### src/design/command_line_tokenizer_top_macros.svh
`ifndef COMMAND_LINE_TOKENIZER_TOP_MACROS_SVH
`define COMMAND_LINE_TOKENIZER_TOP_MACROS_SVH

`ifndef NO_ASSERTIONS

// Checks that the consequent holds in every cycle in which the antecedent holds.
`define CLT_ASSERT_IMPL(lbl, ante, cons, msg) \
	lbl: assert property (@(posedge clk) disable iff (!arst_n) (ante) |-> (cons)) \
		else $error(msg);

// Checks that the expression is never true.
`define CLT_ASSERT_NEVER(lbl, expr, msg) \
	lbl: assert property (@(posedge clk) disable iff (!arst_n) !(expr)) \
		else $error(msg);

`else

`define CLT_ASSERT_IMPL(lbl, ante, cons, msg)
`define CLT_ASSERT_NEVER(lbl, expr, msg)

`endif

`endif

### src/design/clt_pkg.sv
`timescale 1ns / 1ps

package clt_pkg;

	localparam int LINE_BITS = 16;

	localparam int QDEPTH = 4;
	localparam int QPTR_W = $clog2(QDEPTH);
	localparam int QCNT_W = $clog2(QDEPTH + 1);

	localparam logic [7:0] CH_NUL    = 8'h00;
	localparam logic [7:0] CH_TAB    = 8'h09;
	localparam logic [7:0] CH_LF     = 8'h0A;
	localparam logic [7:0] CH_CR     = 8'h0D;
	localparam logic [7:0] CH_SPACE  = 8'h20;
	localparam logic [7:0] CH_QUOTE  = 8'h22;
	localparam logic [7:0] CH_SLASH  = 8'h2F;
	localparam logic [7:0] CH_SEMI   = 8'h3B;
	localparam logic [7:0] CH_BSLASH = 8'h5C;

	typedef enum logic [2:0] {
		EV_APPEND       = 3'd0,
		EV_BEGIN_CMD    = 3'd1,
		EV_BEGIN_IDENT  = 3'd2,
		EV_BEGIN_STRING = 3'd3,
		EV_EXECUTE      = 3'd4,
		EV_END          = 3'd5,
		EV_ERROR        = 3'd6
	} evkind_t;

	typedef enum logic [1:0] {
		ERR_NONE       = 2'd0,
		ERR_UNEXPECTED = 2'd1,
		ERR_ESCAPE     = 2'd2,
		ERR_NEWLINE    = 2'd3
	} errcode_t;

	typedef struct packed {
		evkind_t               kind;
		logic [7:0]            ch;
		errcode_t              code;
		logic [LINE_BITS-1:0]  line;
		logic                  last;
	} event_t;

	// Up to two events produced by one text byte, in order.
	typedef struct packed {
		logic [1:0] n;
		event_t     ev0;
		event_t     ev1;
	} push_t;

	function automatic logic is_space(logic [7:0] c);
		return (c == CH_SPACE) || (c == CH_CR) || (c == CH_TAB);
	endfunction

	function automatic logic is_delim(logic [7:0] c);
		return (c == CH_SEMI) || (c == CH_LF);
	endfunction

	function automatic logic is_ident(logic [7:0] c);
		logic r;
		r = ((c >= 8'h61) && (c <= 8'h7A)) || ((c >= 8'h41) && (c <= 8'h5A)) ||
			((c >= 8'h30) && (c <= 8'h39));
		case (c)
			8'h2B, 8'h2D, 8'h2E, 8'h3A, 8'h5F, 8'h5E, 8'h24: r = 1'b1;
			default: ;
		endcase
		return r;
	endfunction

	function automatic logic is_strchar(logic [7:0] c);
		logic r;
		r = is_ident(c);
		case (c)
			8'h20, 8'h09, 8'h60, 8'h7E, 8'h21, 8'h40, 8'h23, 8'h24, 8'h25, 8'h5E,
			8'h26, 8'h2A, 8'h28, 8'h29, 8'h5F, 8'h2B, 8'h2D, 8'h3D, 8'h5C, 8'h7C,
			8'h5B, 8'h5D, 8'h7B, 8'h7D, 8'h3B, 8'h27, 8'h3A, 8'h3C, 8'h3E, 8'h2C,
			8'h2E, 8'h2F, 8'h3F: r = 1'b1;
			default: ;
		endcase
		return r;
	endfunction

endpackage

### src/design/clt_if.sv
`timescale 1ns / 1ps

interface clt_byte_if;
	logic       valid;
	logic       ready;
	logic [7:0] text_byte;

	modport source (output valid, output text_byte, input ready);
	modport sink (input valid, input text_byte, output ready);
endinterface

interface clt_event_if;
	logic                          valid;
	logic                          ready;
	logic [2:0]                    event_kind;
	logic [7:0]                    event_char;
	logic [1:0]                    error_code;
	logic [clt_pkg::LINE_BITS-1:0] error_line;
	logic                          last;

	modport source (output valid, output event_kind, output event_char, output error_code,
		output error_line, output last, input ready);
	modport sink (input valid, input event_kind, input event_char, input error_code,
		input error_line, input last, output ready);
endinterface

### src/design/clt_front.sv
`timescale 1ns / 1ps

module clt_front (
	input  logic            clk,
	input  logic            arst_n,
	input  logic            adv,
	input  logic [7:0]      text_byte,
	output clt_pkg::push_t  push
);

	typedef enum logic [2:0] {
		ST_BEGIN_CMD = 3'd0,
		ST_CMD_NAME  = 3'd1,
		ST_BEGIN_ARG = 3'd2,
		ST_STRING    = 3'd3,
		ST_IDENT     = 3'd4,
		ST_ESCAPE    = 3'd5,
		ST_ERROR     = 3'd6
	} pstate_t;

	typedef struct packed {
		pstate_t          st;
		logic             emit;
		clt_pkg::event_t  ev;
		logic             rearm;
	} tok_t;

	function automatic tok_t tok(pstate_t st, logic [7:0] c,
			logic [clt_pkg::LINE_BITS-1:0] line);
		tok_t              r;
		logic              f;
		clt_pkg::errcode_t fc;
		r = '0;
		r.st = st;
		r.ev.kind = clt_pkg::EV_APPEND;
		r.ev.code = clt_pkg::ERR_NONE;
		f = 1'b0;
		fc = clt_pkg::ERR_UNEXPECTED;
		case (st)
			ST_BEGIN_CMD: begin
				if (clt_pkg::is_space(c) || clt_pkg::is_delim(c)) begin
				end else if (c == clt_pkg::CH_NUL) begin
					r.emit = 1'b1;
					r.ev.kind = clt_pkg::EV_END;
					r.rearm = 1'b1;
				end else if (clt_pkg::is_ident(c)) begin
					r.emit = 1'b1;
					r.ev.kind = clt_pkg::EV_BEGIN_CMD;
					r.ev.ch = c;
					r.st = ST_CMD_NAME;
				end else begin
					f = 1'b1;
				end
			end
			ST_CMD_NAME: begin
				if (clt_pkg::is_ident(c)) begin
					r.emit = 1'b1;
					r.ev.ch = c;
				end else if (clt_pkg::is_delim(c)) begin
					r.emit = 1'b1;
					r.ev.kind = clt_pkg::EV_EXECUTE;
					r.st = ST_BEGIN_CMD;
				end else if (clt_pkg::is_space(c)) begin
					r.st = ST_BEGIN_ARG;
				end else begin
					f = 1'b1;
				end
			end
			ST_BEGIN_ARG: begin
				if (clt_pkg::is_space(c)) begin
				end else if (clt_pkg::is_ident(c)) begin
					r.emit = 1'b1;
					r.ev.kind = clt_pkg::EV_BEGIN_IDENT;
					r.ev.ch = c;
					r.st = ST_IDENT;
				end else if (c == clt_pkg::CH_QUOTE) begin
					r.emit = 1'b1;
					r.ev.kind = clt_pkg::EV_BEGIN_STRING;
					r.st = ST_STRING;
				end else if (clt_pkg::is_delim(c)) begin
					r.emit = 1'b1;
					r.ev.kind = clt_pkg::EV_EXECUTE;
					r.st = ST_BEGIN_CMD;
				end else begin
					f = 1'b1;
				end
			end
			ST_STRING: begin
				if (c == clt_pkg::CH_BSLASH) begin
					r.st = ST_ESCAPE;
				end else if (c == clt_pkg::CH_QUOTE) begin
					r.st = ST_BEGIN_ARG;
				end else if (clt_pkg::is_strchar(c)) begin
					r.emit = 1'b1;
					r.ev.ch = c;
				end else begin
					f = 1'b1;
					if ((c == clt_pkg::CH_CR) || (c == clt_pkg::CH_LF)) begin
						fc = clt_pkg::ERR_NEWLINE;
					end
				end
			end
			ST_IDENT: begin
				if (clt_pkg::is_ident(c)) begin
					r.emit = 1'b1;
					r.ev.ch = c;
				end else if (clt_pkg::is_space(c)) begin
					r.st = ST_BEGIN_ARG;
				end else if (clt_pkg::is_delim(c)) begin
					r.emit = 1'b1;
					r.ev.kind = clt_pkg::EV_EXECUTE;
					r.st = ST_BEGIN_CMD;
				end else begin
					f = 1'b1;
				end
			end
			ST_ESCAPE: begin
				if ((c == clt_pkg::CH_QUOTE) || (c == clt_pkg::CH_BSLASH)) begin
					r.emit = 1'b1;
					r.ev.ch = c;
					r.st = ST_STRING;
				end else begin
					f = 1'b1;
					fc = clt_pkg::ERR_ESCAPE;
				end
			end
			default: begin
				r.rearm = (c == clt_pkg::CH_NUL);
			end
		endcase
		if (f) begin
			r.emit = 1'b1;
			r.ev.kind = clt_pkg::EV_ERROR;
			r.ev.code = fc;
			r.ev.line = line;
			r.st = ST_ERROR;
			r.rearm = (c == clt_pkg::CH_NUL);
		end
		return r;
	endfunction

	pstate_t                       pst_q, pst_d, mid_st;
	logic                          quotes_q, quotes_d, quotes_tog;
	logic                          comment_q, comment_d;
	logic                          slash_q, slash_d;
	logic [clt_pkg::LINE_BITS-1:0] line_q, line_d;
	tok_t                          t1, t2;
	logic                          e1, e2, nl, rearm;
	clt_pkg::event_t               ev_a, ev_b;

	always_comb begin
		t1 = tok(pst_q, clt_pkg::CH_SLASH, line_q);
		mid_st = slash_q ? t1.st : pst_q;
		t2 = tok(mid_st, text_byte, line_q);
		quotes_tog = quotes_q ^ (text_byte == clt_pkg::CH_QUOTE);
		nl = (text_byte == clt_pkg::CH_LF);
		pst_d = pst_q;
		quotes_d = quotes_q;
		comment_d = comment_q;
		slash_d = slash_q;
		line_d = line_q;
		e1 = 1'b0;
		e2 = 1'b0;
		rearm = 1'b0;
		if (pst_q == ST_ERROR) begin
			rearm = (text_byte == clt_pkg::CH_NUL);
		end else if (slash_q && (text_byte == clt_pkg::CH_SLASH)) begin
			slash_d = 1'b0;
			comment_d = 1'b1;
		end else begin
			e1 = slash_q & t1.emit;
			slash_d = 1'b0;
			pst_d = mid_st;
			if (text_byte == clt_pkg::CH_NUL) begin
				e2 = t2.emit;
				pst_d = t2.st;
				rearm = t2.rearm;
			end else begin
				quotes_d = quotes_tog;
				if (!quotes_tog && !comment_q && (text_byte == clt_pkg::CH_SLASH)) begin
					slash_d = 1'b1;
				end else begin
					if (nl) begin
						quotes_d = 1'b0;
						comment_d = 1'b0;
					end
					if (!comment_q || nl) begin
						e2 = t2.emit;
						pst_d = t2.st;
					end
					if (nl && (line_q != '1)) begin
						line_d = line_q + clt_pkg::LINE_BITS'(1);
					end
				end
			end
		end
		if (rearm) begin
			pst_d = ST_BEGIN_CMD;
			quotes_d = 1'b0;
			comment_d = 1'b0;
			slash_d = 1'b0;
			line_d = clt_pkg::LINE_BITS'(1);
		end
	end

	always_comb begin
		ev_a = t1.ev;
		ev_b = t2.ev;
		ev_a.last = 1'b1;
		ev_b.last = 1'b1;
		push.n = adv ? {e1 & e2, e1 ^ e2} : 2'd0;
		push.ev0 = e1 ? ev_a : ev_b;
		push.ev0.last = !(e1 && e2);
		push.ev1 = ev_b;
	end

	always_ff @(posedge clk or negedge arst_n) begin
		if (!arst_n) begin
			pst_q <= ST_BEGIN_CMD;
			quotes_q <= 1'b0;
			comment_q <= 1'b0;
			slash_q <= 1'b0;
			line_q <= clt_pkg::LINE_BITS'(1);
		end else if (adv) begin
			pst_q <= pst_d;
			quotes_q <= quotes_d;
			comment_q <= comment_d;
			slash_q <= slash_d;
			line_q <= line_d;
		end
	end

endmodule

### src/design/clt_outq.sv
`timescale 1ns / 1ps

module clt_outq (
	input  logic            clk,
	input  logic            arst_n,
	input  clt_pkg::push_t  push,
	output logic            room,
	clt_event_if.source     events
);

	clt_pkg::event_t                mem_q [clt_pkg::QDEPTH];
	logic [clt_pkg::QPTR_W-1:0]     wp_q, rp_q;
	logic [clt_pkg::QCNT_W-1:0]     cnt_q;
	logic                           pop;
	clt_pkg::event_t                head;

	assign head = mem_q[rp_q];
	assign pop = events.valid && events.ready;
	assign room = (cnt_q <= clt_pkg::QCNT_W'(clt_pkg::QDEPTH - 2));

	assign events.valid = (cnt_q != '0);
	assign events.event_kind = head.kind;
	assign events.event_char = head.ch;
	assign events.error_code = head.code;
	assign events.error_line = head.line;
	assign events.last = head.last;

	always_ff @(posedge clk) begin
		if (push.n != 2'd0) begin
			mem_q[wp_q] <= push.ev0;
		end
		if (push.n == 2'd2) begin
			mem_q[wp_q + clt_pkg::QPTR_W'(1)] <= push.ev1;
		end
	end

	always_ff @(posedge clk or negedge arst_n) begin
		if (!arst_n) begin
			wp_q <= '0;
			rp_q <= '0;
			cnt_q <= '0;
		end else begin
			wp_q <= wp_q + clt_pkg::QPTR_W'(push.n);
			rp_q <= rp_q + clt_pkg::QPTR_W'(pop);
			cnt_q <= cnt_q + clt_pkg::QCNT_W'(push.n) - clt_pkg::QCNT_W'(pop);
		end
	end

endmodule

### src/design/command_line_tokenizer_top.sv
// A byte accepted on the input is registered in byte_s1; its events are then written
// into the event queue, from which the port presents them in order.
// Throughput: one byte per cycle, limited only by the four-entry event queue
// and by bytes that release a held slash and so produce two events.
// Reset: arst_n clears the tokenizer state, the line counter to one, and the queue.
`timescale 1ns / 1ps
`include "command_line_tokenizer_top_macros.svh"

module command_line_tokenizer_top (
	input  logic        clk,
	input  logic        arst_n,
	clt_byte_if.sink    text,
	clt_event_if.source events
);

	logic            valid_s1;
	logic [7:0]      byte_s1;
	logic            room;
	logic            adv;
	clt_pkg::push_t  push;

	assign adv = valid_s1 && room;
	assign text.ready = !valid_s1 || room;

	always_ff @(posedge clk or negedge arst_n) begin
		if (!arst_n) begin
			valid_s1 <= 1'b0;
		end else if (text.ready) begin
			valid_s1 <= text.valid;
		end
	end

	always_ff @(posedge clk) begin
		if (text.valid && text.ready) begin
			byte_s1 <= text.text_byte;
		end
	end

	clt_front u_front (
		.clk       (clk),
		.arst_n    (arst_n),
		.adv       (adv),
		.text_byte (byte_s1),
		.push      (push)
	);

	clt_outq u_outq (
		.clk    (clk),
		.arst_n (arst_n),
		.push   (push),
		.room   (room),
		.events (events)
	);

	`CLT_ASSERT_IMPL(a_no_push_without_request, !adv, push.n == 2'd0, "event pushed with no request")
	`CLT_ASSERT_NEVER(a_push_count, push.n == 2'd3, "more than two events from one request")
	`CLT_ASSERT_IMPL(a_end_error_last, events.valid && (events.event_kind == clt_pkg::EV_END || events.event_kind == clt_pkg::EV_ERROR), events.last, "end or error event not marked last")
	`CLT_ASSERT_IMPL(a_error_fields, events.valid && events.event_kind != clt_pkg::EV_ERROR, events.error_code == clt_pkg::ERR_NONE && events.error_line == '0, "error fields set on a non-error event")

endmodule

### src/flat_wrapper.sv
// flat-port wrapper written by rule: the top's interface ports become plain ports
module command_line_tokenizer_top_flat 
  (clk, arst_n, text_valid, text_text_byte, text_ready, events_valid, events_event_kind, events_event_char, events_error_code, events_error_line, events_last, events_ready);
  clt_byte_if text_i ();
  clt_event_if events_i ();
  input  logic clk;
  input  logic arst_n;
  input wire logic [$bits(text_i.valid)-1:0] text_valid;
  input wire logic [$bits(text_i.text_byte)-1:0] text_text_byte;
  output wire logic [$bits(text_i.ready)-1:0] text_ready;
  output wire logic [$bits(events_i.valid)-1:0] events_valid;
  output wire logic [$bits(events_i.event_kind)-1:0] events_event_kind;
  output wire logic [$bits(events_i.event_char)-1:0] events_event_char;
  output wire logic [$bits(events_i.error_code)-1:0] events_error_code;
  output wire logic [$bits(events_i.error_line)-1:0] events_error_line;
  output wire logic [$bits(events_i.last)-1:0] events_last;
  input wire logic [$bits(events_i.ready)-1:0] events_ready;
  assign text_i.valid = text_valid;
  assign text_i.text_byte = text_text_byte;
  assign text_ready = text_i.ready;
  assign events_valid = events_i.valid;
  assign events_event_kind = events_i.event_kind;
  assign events_event_char = events_i.event_char;
  assign events_error_code = events_i.error_code;
  assign events_error_line = events_i.error_line;
  assign events_last = events_i.last;
  assign events_i.ready = events_ready;
  command_line_tokenizer_top u_core (.clk(clk), .arst_n(arst_n), .text(text_i), .events(events_i));
endmodule
### config.mk
export PLATFORM = sky130hd
export DESIGN_NAME = command_line_tokenizer_top_flat
export DESIGN_NICKNAME = d
export VERILOG_FILES = /design/src/design/clt_pkg.sv /design/src/design/clt_if.sv /design/src/design/clt_front.sv /design/src/design/clt_outq.sv /design/src/design/command_line_tokenizer_top.sv /design/src/flat_wrapper.sv
export VERILOG_INCLUDE_DIRS = /design/src /design/src/design
export SDC_FILE = /design/constraint.sdc
export NUM_CORES = 1
export LEC_CHECK = 0
export BUFFER_PORTS_ARGS = -buffer_cell sky130_fd_sc_hd__clkbuf_2
export CORE_MARGIN = 1
export CORE_UTILIZATION = 50
export CTS_CLUSTER_DIAMETER = 100
export DETAILED_ROUTE_END_ITERATION = 7
export HOLD_SLACK_MARGIN = 0.05
export MAX_ROUTING_LAYER = met4
export PLACE_DENSITY = 0.76
export SYNTH_ARGS = -nofsm -noshare
export SYNTH_HDL_FRONTEND = slang
export SYNTH_SLANG_ARGS = --single-unit
### constraint.sdc
create_clock -name clk -period 8.65 [get_ports clk]
set_clock_uncertainty 0.1 [all_clocks]
set_input_delay 2.1625 -clock clk [delete_from_list [all_inputs] [get_ports clk]]
set_output_delay 2.1625 -clock clk [all_outputs]
set_load 0.03 [all_outputs]
==> impl_metrics.csv <==
group,metric,value,unit
floorplan,die_h,131,µm
routing,finalWirelength,19500,µm
clock_tree,cts_hold_buf,0,
setup_path,slowest_stage,"edfxtp_1",
setup_path,critPathCaptureType,"flop",
floorplan,core_area,16000,µm²
sta,max_freq,183,MHz
yosys,ys_types,76,
setup_path,path_cells,"or4_1 > nor2_1 > nor4_1 > a211oi_2 > a31oi_1 > a211oi_2 > buf_4 > a211oi_1 > ha_1 > o21ai_1 > or2_2 > nand2_1 > buf_4",
sta,whs,367,ps
sta,hold_viol,0,
floorplan,start_util,51.7,%
setup_path,r2r-start,"u_core.byte_s1[1]$_DFFE_PP_",
yosys,postSynthCellCount,690,
clock_tree,htreeDepth,4,
yosys,syn_avg_cell_area,12.0,µm²
global_routing,grt_pass1_wl,30700,µm
sta,worstMarginPinSlew,1090,ps
clock_tree,cts.clk_slew.worst_paths,60,ps
cells_and_area,stdcell_count,948,
clock_tree,cts.sinks,158,
yosys,synth-edff-count,124,
cells_and_area,n_antenna_cell,0,
yosys,syn_area,8270,µm²
sta,maxSlewViolCount,0,
cells_and_area,final_common_cell,"edfxtp_1",
global_routing,grt_max_degree,32,
place,portBuffers,43,
place,post-dp-hpwl,12900,µm
outcome,outcome,"finished clean",
routing,wl_per_cell,20.6,µm
yosys,yosys_warnings,0,
routing,dr.pass1.iters,5,
yosys,synthFlopType,"edfxtp_1",
job,maxCapViolCount,0,
setup_path,critPathLaunchType,"flop",
setup_path,cpPeakStageDelay,680,ps
clock_tree,clk_latency,430,ps
sta,period_share,63.1,%
power,vdd_drop_max,0.185,mV
setup_path,path_class,"flop to flop",
sta,setup_viol,0,
setup_path,crit_path_start,"u_core.byte_s1[1]$_DFFE_PP_",
routing,vias,5976,
sta,rsz0062_at_grt,"false",
global_routing,antenna_found_initial,0,
place,place.gp.congestion,0.904,
place,place_inst,916,
sta,slew_headroom,27.1,%
routing,ant_nets,0,
setup_path,ff2ff_setup_slack,3200,ps
routing,via_per_inst,6.30,
clock_tree,cts_inserted_buffers,17,
routing,drc_errors,0,
floorplan,fp.dieArea,17100,µm²
cells_and_area,areaGrowthSynthToFinish,11.0,%
global_routing,grt_pass1_vias,5772,
yosys,ys_ff_latch,158,
power,power.leakage,0.00313,µW
cells_and_area,fin_nets,739,
place,place_ws,3310,ps
yosys,async_reset_ff_share,19.0,%
clock_tree,cts_setup_buffers,0,
floorplan,fp-row-count,46,
sta,fin_setup_tns,0,ps
cells_and_area,mostFrequentLayoutCells,"edfxtp_1, nor2b_1, nand2_1",
clock_tree,post_cts_resized,0,
setup_path,crit_path_end,"u_core.u_outq.mem_q[2][29]$_DFFE_PP_",
power,p_total,2710,µW
cells_and_area,drive_gt1_share,18.4,%
sta,setup_ws,3200,ps
setup_path,required,8660,ps
global_routing,grt_usage,25.0,%
clock_tree,cts_tree,"yes",
setup_path,reg2reg_depth,13,
global_routing,grt-ovfl-total,0,
clock_tree,ctsRootBufferMaster,"clkbuf_16",
sta,fin_crit,5450,ps
floorplan,die_w,131,µm
floorplan,num_io_pins,44,
routing,drt_iter0_drc,673,
setup_path,cp_max_fo,29,
hold_path,worstHoldPathType,"flop to flop",
setup_path,arrival,5470,ps
power,powerDensity,295,nW/µm²
yosys,synth_seq_area_share,55.1,%
clock_tree,cts_max_path_buffers,2,
cells_and_area,n_fill_cell,1295,
setup_path,reg2reg_to,"u_core.u_outq.mem_q[2][29]$_DFFE_PP_",
metal layers:
metal | vias up | GRT usage [%] | wire length, µm | part of all wire [%]
met4 | 0 | 9.20 | 375 | 1.9
li1 | 2706 | - | - | -
met3 | 32 | 4.76 | 1410 | 7.2
met2 | 301 | 38.2 | 9340 | 48
met5 | - | - | 0 | 0
met1 | 2937 | 33.3 | 8370 | 43
cell usage after synthesis (all sizes together) (13+ instances only):
master  instances  area [µm²]
o22ai          13        81.3
edfxtp        124        3720
mux4           30         676
o21ai          43         215
nand2b         13        81.3
a21oi          23         115
nor2b          64         400
clkbuf         24        90.1
nor2           38         143
dfrtp          29         726
o31ai          29         218
nor3           23         115
nand2          59         221
buf            22         125
state kept, by name, indices dropped and copies added, names as in the netlist:
register	cells
u_core.u_outq.mem_q	120
u_core.u_front.line_q	16
u_core.byte_s1	8
u_core.u_front.pst_q	3
u_core.u_outq.cnt_q	3
u_core.u_outq.rp_q	2
u_core.u_outq.wp_q	2
u_core.u_front.comment_q	1
u_core.u_front.quotes_q	1
u_core.u_front.slash_q	1
u_core.valid_s1	1
cell type report:
class / instances / area [µm²] / area share (%)
Tap cell: 216 / 270 / 2.94
Clock inverter: 12 / 116 / 1.27
Multi-Input combinational cell: 480 / 3480 / 37.9
Inverter: 9 / 33.8 / 0.368
Sequential cell: 158 / 4560 / 49.6
Timing Repair Buffer: 53 / 290 / 3.16
Clock buffer: 20 / 437 / 4.75
worst min-delay path by stage:
| stage | start | end | slack, ps | cells after the start |
|---|---|---|---|---|
| finish | u_core.u_outq.mem_q[2][0]$_SDFFE_PP1N_ | u_core.u_outq.mem_q[2][0]$_SDFFE_PP1N_ | 370 | 1 |
| global placement | u_core.u_outq.mem_q[1][0]$_SDFFE_PP1N_ | u_core.u_outq.mem_q[1][0]$_SDFFE_PP1N_ | 350 | 1 |
| floorplan | u_core.u_outq.mem_q[2][0]$_SDFFE_PP1N_ | u_core.u_outq.mem_q[2][0]$_SDFFE_PP1N_ | 330 | 1 |
| global route | u_core.u_outq.mem_q[2][0]$_SDFFE_PP1N_ | u_core.u_outq.mem_q[2][0]$_SDFFE_PP1N_ | 380 | 1 |
| CTS | u_core.u_outq.mem_q[2][0]$_SDFFE_PP1N_ | u_core.u_outq.mem_q[2][0]$_SDFFE_PP1N_ | 360 | 1 |
| detailed placement | u_core.u_outq.mem_q[2][0]$_SDFFE_PP1N_ | u_core.u_outq.mem_q[2][0]$_SDFFE_PP1N_ | 350 | 1 |
critical path: cells and delay by family (launching register included):
kind,cells,cell delay (ps)
fa+ha+maj,1,410
compound gates,5,1340
buf+inv,2,690
flops,1,680
simple gates,5,1900
power breakdown:
part | internal (µW) | total (µW) | switching [µW]
Sequential | 921 | 1060 | 138
Clock | 399 | 706 | 307
Combinational | 348 | 946 | 598
Total | 1670 | 2710 | 1040
stage by stage:
step	util (%)	area, µm²
6_report	57.4	9190
5_1_grt	57.4	9190
4_1_cts	57.4	9190
3_5_place_dp	54.0	8630
3_3_place_gp	54.0	8630
2_1_floorplan	-	8280
logic make-up (layout without fill, tap and decap cells):
logic type               Yosys count  in the layout  synth area share, %
other                              1              4               0.0453
AO/OA/AOI/OAI                    166            166                 14.2
multiplexers                      30             30                 8.17
buffers and inverters             55             94                 3.01
flip-flops                       158            158                 55.1
adder cells (fa/ha/maj)            8              8                 1.30
AND/OR/NAND/NOR                  263            263                 17.3
XOR/XNOR                           9              9                0.953
Note: power is estimated with default switching activity, not from simulation.
